==> src/rtl/csi_pkg.sv <==
// shared types and constants of the chi-square core
package csi_pkg;

	localparam int STAT_W  = 40;
	localparam int DF_W    = 8;
	localparam int DIST_W  = 5;
	localparam int TOTAL_W = 16;
	localparam int CODE_W  = 4;
	localparam int IDX_W   = 8;

	localparam logic OP_COUNT = 1'b0;
	localparam logic OP_LOAD  = 1'b1;

	typedef enum logic [3:0] {
		S_CLEAR,
		S_IDLE,
		S_CNT_RD,
		S_CNT_WR,
		S_EV_RD,
		S_EV_CHK,
		S_MUL_GO,
		S_MUL_WAIT,
		S_DIV_GO,
		S_DIV_WAIT,
		S_EV_NEXT,
		S_DF,
		S_CRIT,
		S_EMIT
	} csi_state_t;

	typedef enum logic [1:0] {
		MS_ON,
		MS_RC,
		MS_SQ,
		MS_DEN
	} csi_mstep_t;

	typedef struct packed {
		logic       accept;
		logic       load;
		logic       cnt_rd;
		logic       cnt_wr;
		logic       cell_rd;
		logic       cell_next;
		logic       mul_go;
		logic       mul_store;
		logic       div_go;
		logic       acc;
		logic       df_calc;
		logic       crit_rd;
		logic       emit;
		csi_mstep_t mstep;
	} csi_cmd_t;

	typedef struct packed {
		logic cell_last;
		logic term_needed;
		logic mul_done;
		logic div_done;
		logic item_last;
	} csi_sts_t;

endpackage

==> src/rtl/csi_ctrl.sv <==
// controller state machine of the chi-square core
module csi_ctrl import csi_pkg::*; (
	input  logic     clk,
	input  logic     arst_n,
	input  logic     start,
	input  logic     operation,
	input  csi_sts_t sts,
	output csi_cmd_t cmd,
	output logic     busy
);
	csi_state_t state_q, state_d;
	csi_mstep_t mstep_q, mstep_d;

	always_ff @(posedge clk or negedge arst_n) begin
		if (!arst_n) begin
			state_q <= S_CLEAR;
			mstep_q <= MS_ON;
		end else begin
			state_q <= state_d;
			mstep_q <= mstep_d;
		end
	end

	always_comb begin
		state_d   = state_q;
		mstep_d   = mstep_q;
		cmd       = '0;
		cmd.mstep = mstep_q;
		busy      = 1'b1;
		case (state_q)
			S_CLEAR: begin
				cmd.cell_rd   = 1'b1;
				cmd.cell_next = 1'b1;
				if (sts.cell_last)
					state_d = S_IDLE;
			end
			S_IDLE: begin
				busy = 1'b0;
				if (start) begin
					if (operation == OP_LOAD) begin
						cmd.load = 1'b1;
					end else begin
						cmd.accept = 1'b1;
						state_d    = S_CNT_RD;
					end
				end
			end
			S_CNT_RD: begin
				cmd.cnt_rd = 1'b1;
				state_d    = S_CNT_WR;
			end
			S_CNT_WR: begin
				cmd.cnt_wr = 1'b1;
				state_d    = sts.item_last ? S_EV_RD : S_IDLE;
			end
			S_EV_RD: begin
				cmd.cell_rd = 1'b1;
				state_d     = S_EV_CHK;
			end
			S_EV_CHK: begin
				if (sts.term_needed) begin
					mstep_d = MS_ON;
					state_d = S_MUL_GO;
				end else begin
					state_d = S_EV_NEXT;
				end
			end
			S_MUL_GO: begin
				cmd.mul_go = 1'b1;
				state_d    = S_MUL_WAIT;
			end
			S_MUL_WAIT: begin
				if (sts.mul_done) begin
					cmd.mul_store = 1'b1;
					if (mstep_q == MS_DEN) begin
						state_d = S_DIV_GO;
					end else begin
						mstep_d = csi_mstep_t'(mstep_q + 2'd1);
						state_d = S_MUL_GO;
					end
				end
			end
			S_DIV_GO: begin
				cmd.div_go = 1'b1;
				state_d    = S_DIV_WAIT;
			end
			S_DIV_WAIT: begin
				if (sts.div_done) begin
					cmd.acc = 1'b1;
					state_d = S_EV_NEXT;
				end
			end
			S_EV_NEXT: begin
				cmd.cell_next = 1'b1;
				state_d       = sts.cell_last ? S_DF : S_EV_RD;
			end
			S_DF: begin
				cmd.df_calc = 1'b1;
				state_d     = S_CRIT;
			end
			S_CRIT: begin
				cmd.crit_rd = 1'b1;
				state_d     = S_EMIT;
			end
			S_EMIT: begin
				cmd.emit = 1'b1;
				state_d  = S_IDLE;
			end
			default: begin
				state_d = S_IDLE;
			end
		endcase
	end
endmodule

==> config.mk <==
export PLATFORM = sky130hd
export DESIGN_NAME = csi_ctrl
export DESIGN_NICKNAME = d
export VERILOG_FILES = /design/src/rtl/csi_pkg.sv /design/src/rtl/csi_ctrl.sv
export SDC_FILE = /design/constraint.sdc
export NUM_CORES = 1
export LEC_CHECK = 0
export BUFFER_PORTS_ARGS = -buffer_cell sky130_fd_sc_hd__buf_2
export CORE_MARGIN = 10
export CORE_UTILIZATION = 45
export DETAILED_ROUTE_END_ITERATION = 7
export PLACE_DENSITY = 0.75
export REMOVE_ABC_BUFFERS = 1
export SLEW_MARGIN = 30
export SYNTH_ARGS = -nofsm -noshare
export SYNTH_HDL_FRONTEND = slang
export SYNTH_SLANG_ARGS = --single-unit
==> constraint.sdc <==
create_clock -name clk -period 3.7 [get_ports clk]
set_clock_uncertainty 0.05 [all_clocks]
set_input_delay 0.555 -clock clk [delete_from_list [all_inputs] [get_ports clk]]
set_output_delay 0.555 -clock clk [all_outputs]
set_load 0.005 [all_outputs]
==> results of run 1 <==
## power by group
| group | switching, mW | internal (mW) |
|---|---|---|
| clock | 0.0219 | 0.0366 |
| sequential | 0.101 | 0.0965 |
| combinational | 0.175 | 0.185 |
| total | 0.298 | 0.318 |
## worst max-delay path: stages (launching register included)
cell	delay [ns]
dfrtp_1	0.61
nor2b_1	0.31
nand2_1	0.10
nor3b_1	0.17
buf_2	0.14
## logic make-up after synthesis
| logic type | Yosys count | synth area share, % |
|---|---|---|
| simple gates | 47 | 38.8 |
| compound gates | 20 | 26.8 |
| buf+inv | 7 | 7.16 |
| flops | 6 | 23.9 |
| xor+xnor | 1 | 1.39 |
| fa+ha+maj | 1 | 1.99 |
## state kept, by name, summed over array words and instances (netlist names)
register and count:
state_q 4, mstep_q 2
## cell type report
| cell class | count | area (um2) | share of cell area, % |
|---|---|---|---|
| Inverter | 2 | 7.51 | 0.997 |
| Sequential cell | 6 | 150 | 19.9 |
| Multi-Input combinational cell | 69 | 434 | 57.6 |
| Timing Repair Buffer | 24 | 120 | 15.9 |
| Tap cell | 15 | 18.8 | 2.49 |
| Clock buffer | 3 | 22.5 | 2.99 |
## per-stage QoR
step	hold slack, ns	power [mW]	instances	util (%)
global placement	0.327	0.558	116	55.5
global route	0.0683	0.686	119	57.2
detailed placement	0.328	0.561	116	55.5
CTS	0.0682	0.621	119	57.2
floorplan	0.209	0.435	77	-
finish	0.0710	0.616	119	57.2
## synth_stat cells, types with 2 or more instances
| library cell | instances | area [um2] |
|---|---|---|
| nand2_1 | 10 | 37.5 |
| a22oi_1 | 2 | 15.0 |
| nand3b_1 | 2 | 15.0 |
| nor2b_1 | 8 | 50.1 |
| nor3_1 | 2 | 10.0 |
| o211ai_2 | 2 | 25.0 |
| o32ai_1 | 3 | 26.3 |
| nor2_1 | 13 | 48.8 |
| inv_1 | 2 | 7.51 |
| nand2b_1 | 4 | 25.0 |
| dfrtp_1 | 6 | 150 |
| o21ai_0 | 6 | 30.0 |
| buf_4 | 3 | 22.5 |
## worst paths after layout
| kind | start | endpoint | slack (ns) | cells after the start |
|---|---|---|---|---|
| max in group asynchronous | arst_n | mstep_q[1] | 3.39 | 1 |
| min in group clk | mstep_q[1] | mstep_q[1] | 0.46 | 2 |
| min reg2reg | mstep_q[1] | mstep_q[1] | 0.46 | 2 |
| min | arst_n | state_q[3] | 0.07 | 1 |
| max reg2reg | state_q[1] | state_q[1] | 2.07 | 4 |
| max | state_q[0] | cmd[14] | 1.51 | 4 |
## metal layers
layer	share of wire [%]	GRT usage, %	vias to the layer above
met1	43	11.0	296
met3	4.3	2.65	2
met4	0.69	4.03	0
met5	0	0	-
met2	52	17.5	16
li1	-	-	334
==> impl_metrics.env, run 1 <==
export IMPL_pre_cts_slack_ns=1.78
export IMPL_worstHoldPathType="in -> async"
export IMPL_drive_above_1_share_pct=31.7
export IMPL_drc=0
export IMPL_globalRouteOverflowTotal=0
export IMPL_grt_setup_unrepaired="no"
export IMPL_critical_path_class="reg -> out"
export IMPL_grt_max_degree=20
export IMPL_hold_buffers=0
export IMPL_hpwl_mm=1.29
export IMPL_p_leak_nw=0.367
export IMPL_synth_top_flop_cell="dfrtp_1"
export IMPL_finalSetupTns_ns=0
export IMPL_cts_setup_buffers=0
export IMPL_max_slew_margin_rel_pct=60.5
export IMPL_syn_area_per_cell_um2=7.68
export IMPL_critical_path_max_fanout=16
export IMPL_vias=648
export IMPL_cts_max_level=1
export IMPL_die_h_um=57.4
export IMPL_finalHoldViolCount=0
export IMPL_finalSetupViolations=0
export IMPL_grt_pass1_wl_mm=2.83
export IMPL_synth_edf_count=0
export IMPL_final_common_cell="buf_2"
export IMPL_worstPathArrival_ns=1.58
export IMPL_ctsResizeCount=0
export IMPL_first_global_vias=658
export IMPL_worstPathRequired_ns=3.09
export IMPL_vdd_drop_max_mv=0.373
export IMPL_clock_latency_ns=0.24
export IMPL_wl_mm=1.60
export IMPL_worst_slew_pin_slew_ns=0.592
export IMPL_grt_util_all_layers_pct=10.0
export IMPL_portBuffers=24
export IMPL_core_area_um2=1320
export IMPL_fin_crit_sh_pct=59.1
export IMPL_yosysSeqAreaShare_pct=23.9
export IMPL_layout_setup_ws_ns=1.51
export IMPL_rows=13
export IMPL_die_area_um2=3290
export IMPL_clock_sinks=6
export IMPL_outcome="completed"
export IMPL_crit_path_end_kind="primary output"
export IMPL_async_reset_ff_share_pct=100
export IMPL_antenna_found_initial=0
export IMPL_syn_area_um2=629
export IMPL_finalCriticalPeriod_ns=2.19
export IMPL_cts_made_buffers=3
export IMPL_clock_fmax_mhz=457
export IMPL_start_kind="flip-flop"
export IMPL_p_per_area_nw_per_um2=818
export IMPL_drv_cap=0
export IMPL_placed_area_um2=731
export IMPL_wl_per_cell_um=13.5
export IMPL_ys_seq_elements=6
export IMPL_fillers=125
export IMPL_die_width_um=57.4
export IMPL_boundaryPins=25
export IMPL_gp_congestion=0.859
export IMPL_layout_common_cells="24 x buf_2, 13 x nor2_1, 10 x nand2_1"
export IMPL_routed_via_density=5.45
export IMPL_first_pass_iters=4
export IMPL_path_clk_slew_ns=0.04
export IMPL_cts_tree="done"
export IMPL_cts_max_path_buffers=2
export IMPL_stdcell_area_um2=753
export IMPL_initial_core_util_pct=47.8
export IMPL_synth_cells=82
export IMPL_diodes=0
export IMPL_synth_cell_types=32
export IMPL_slew_violations=0
export IMPL_ys_warn_count=0
export IMPL_drt_iter0_drc=18
export IMPL_syn_to_final_growth_pct=19.7
export IMPL_antenna_left=0
export IMPL_root_buffer="clkbuf_4"
export IMPL_final_nets=116
Note: power is estimated with default switching activity, not from simulation.
==> inputs of run 2 (changes only) <==
==> constraint.sdc (replaced) <==
create_clock -name clk -period 2.1 [get_ports clk]
set_clock_uncertainty 0.05 [all_clocks]
set_input_delay 0.315 -clock clk [delete_from_list [all_inputs] [get_ports clk]]
set_output_delay 0.315 -clock clk [all_outputs]
set_load 0.005 [all_outputs]
==> impl_metrics.env, run 2 (synthesis results as in run 1) <==
export IMPL_outcome="completed"
export IMPL_portBuffers=24
export IMPL_clock_latency_ns=0.25
export IMPL_drc=0
export IMPL_final_common_cell="buf_2"
export IMPL_finalHoldViolCount=0
export IMPL_clock_sinks=6
export IMPL_rrSetupSlack_ns=0.45
export IMPL_finalSetupViolations=0
export IMPL_grt_setup_unrepaired="no"
export IMPL_cts_max_level=1
export IMPL_diodes=0
export IMPL_p_per_area_nw_per_um2=1440
export IMPL_drive_above_1_share_pct=32.4
export IMPL_worst_slew_pin_slew_ns=0.601
export IMPL_reg_top3="state_q x4, mstep_q x2"
export IMPL_p_leak_nw=0.371
export IMPL_routed_via_density=5.49
export IMPL_path_clk_slew_ns=0.05
export IMPL_gp_congestion=0.859
export IMPL_antenna_left=0
export IMPL_boundaryPins=25
export IMPL_vias=659
export IMPL_die_area_um2=3290
export IMPL_worstHoldPathType="in -> reg"
export IMPL_placed_area_um2=731
export IMPL_first_pass_iters=4
export IMPL_cts_made_buffers=3
export IMPL_core_area_um2=1320
export IMPL_initial_core_util_pct=47.8
export IMPL_cts_setup_buffers=0
export IMPL_largest_reg_flops=4
export IMPL_drv_cap=0
export IMPL_fillers=123
export IMPL_cts_tree="done"
export IMPL_final_nets=117
export IMPL_stdcell_area_um2=764
export IMPL_crit_path_end_kind="primary output"
export IMPL_clock_fmax_mhz=512
export IMPL_root_buffer="clkbuf_4"
export IMPL_first_global_vias=664
export IMPL_cts_max_path_buffers=2
export IMPL_grt_pass1_wl_mm=2.86
export IMPL_total_power_mw=1.10
export IMPL_finalSetupTns_ns=0
export IMPL_critical_path_class="reg -> out"
export IMPL_grt_max_degree=20
export IMPL_rows=13
export IMPL_finalCriticalPeriod_ns=1.95
export IMPL_fin_crit_sh_pct=93.0
export IMPL_drt_iter0_drc=17
export IMPL_antenna_found_initial=0
export IMPL_critical_path_max_fanout=19
export IMPL_syn_to_final_growth_pct=21.5
export IMPL_top_register="state_q"
export IMPL_hpwl_mm=1.29
export IMPL_worstPathArrival_ns=1.59
export IMPL_die_h_um=57.4
export IMPL_globalRouteOverflowTotal=0
export IMPL_stdcell_count=120
export IMPL_layout_common_cells="24 x buf_2, 13 x nor2_1, 10 x nand2_1"
export IMPL_max_slew_margin_rel_pct=59.9
export IMPL_wl_per_cell_um=13.7
export IMPL_start_kind="flip-flop"
export IMPL_slew_violations=0
export IMPL_wl_mm=1.64
export IMPL_grt_util_all_layers_pct=10.1
export IMPL_die_width_um=57.4
export IMPL_worstPathRequired_ns=1.74
export IMPL_vdd_drop_max_mv=0.553
export IMPL_hold_ws_ns=0.277
export IMPL_dp_cells=116
run 2: cell type report:
class,count,area (um2),area share [%]
well taps,15,18.8,2.45
inverters,2,7.51,0.982
clock buffers,3,22.5,2.95
flip-flops and latches,6,151,19.8
repair buffers,25,130,17.0
multi-input cells,69,434,56.8
run 2: path summary, 6_finish.rpt:
check | startpoint | end | cells after the start
worst max-delay path | state_q[1] | cmd[14] | 4
worst min-delay path | sts[2] | state_q[1] | 2
worst max register to register | state_q[1] | state_q[1] | 4
worst min register to register | mstep_q[1] | mstep_q[1] | 2
max in group asynchronous | arst_n | state_q[0] | 2
min in group asynchronous | arst_n | state_q[3] | 2
run 2: critical path, stage by stage (launching register included):
cell,delay (ns)
dfrtp_1,0.59
nor2b_1,0.33
nand2_1,0.10
nor3b_1,0.17
buf_2,0.14
run 2: timing repair:
action | CTS | global route
setup endpoints to repair | 0 | 1
hold endpoints to repair | 6 | 0
hold buffers | 1 | 0
gates resized for setup | 0 | 1
run 2: power breakdown:
group	leakage, nW	switching, mW	internal (mW)	total (mW)
Sequential	0.0759	0.181	0.172	0.353
Combinational	0.281	0.310	0.327	0.638
Clock	0.0138	0.0421	0.0647	0.107
run 2: per-stage QoR:
stage | utilization [%] | setup slack (ns)
final | 58.0 | 0.147
after global placement | 55.5 | 0.458
after detailed placement | 55.5 | 0.416
after CTS | 57.9 | 0.148
after global routing | 58.0 | 0.00388
after floorplan | - | 0.610
run 2: metal layers:
layer | vias up | GRT usage [%] | part of all wire, %
li1 | 337 | - | -
met1 | 301 | 11.2 | 44
met2 | 19 | 17.8 | 52
met3 | 2 | 2.43 | 3.8
met4 | 0 | 4.03 | 0.61
met5 | - | 0 | 0
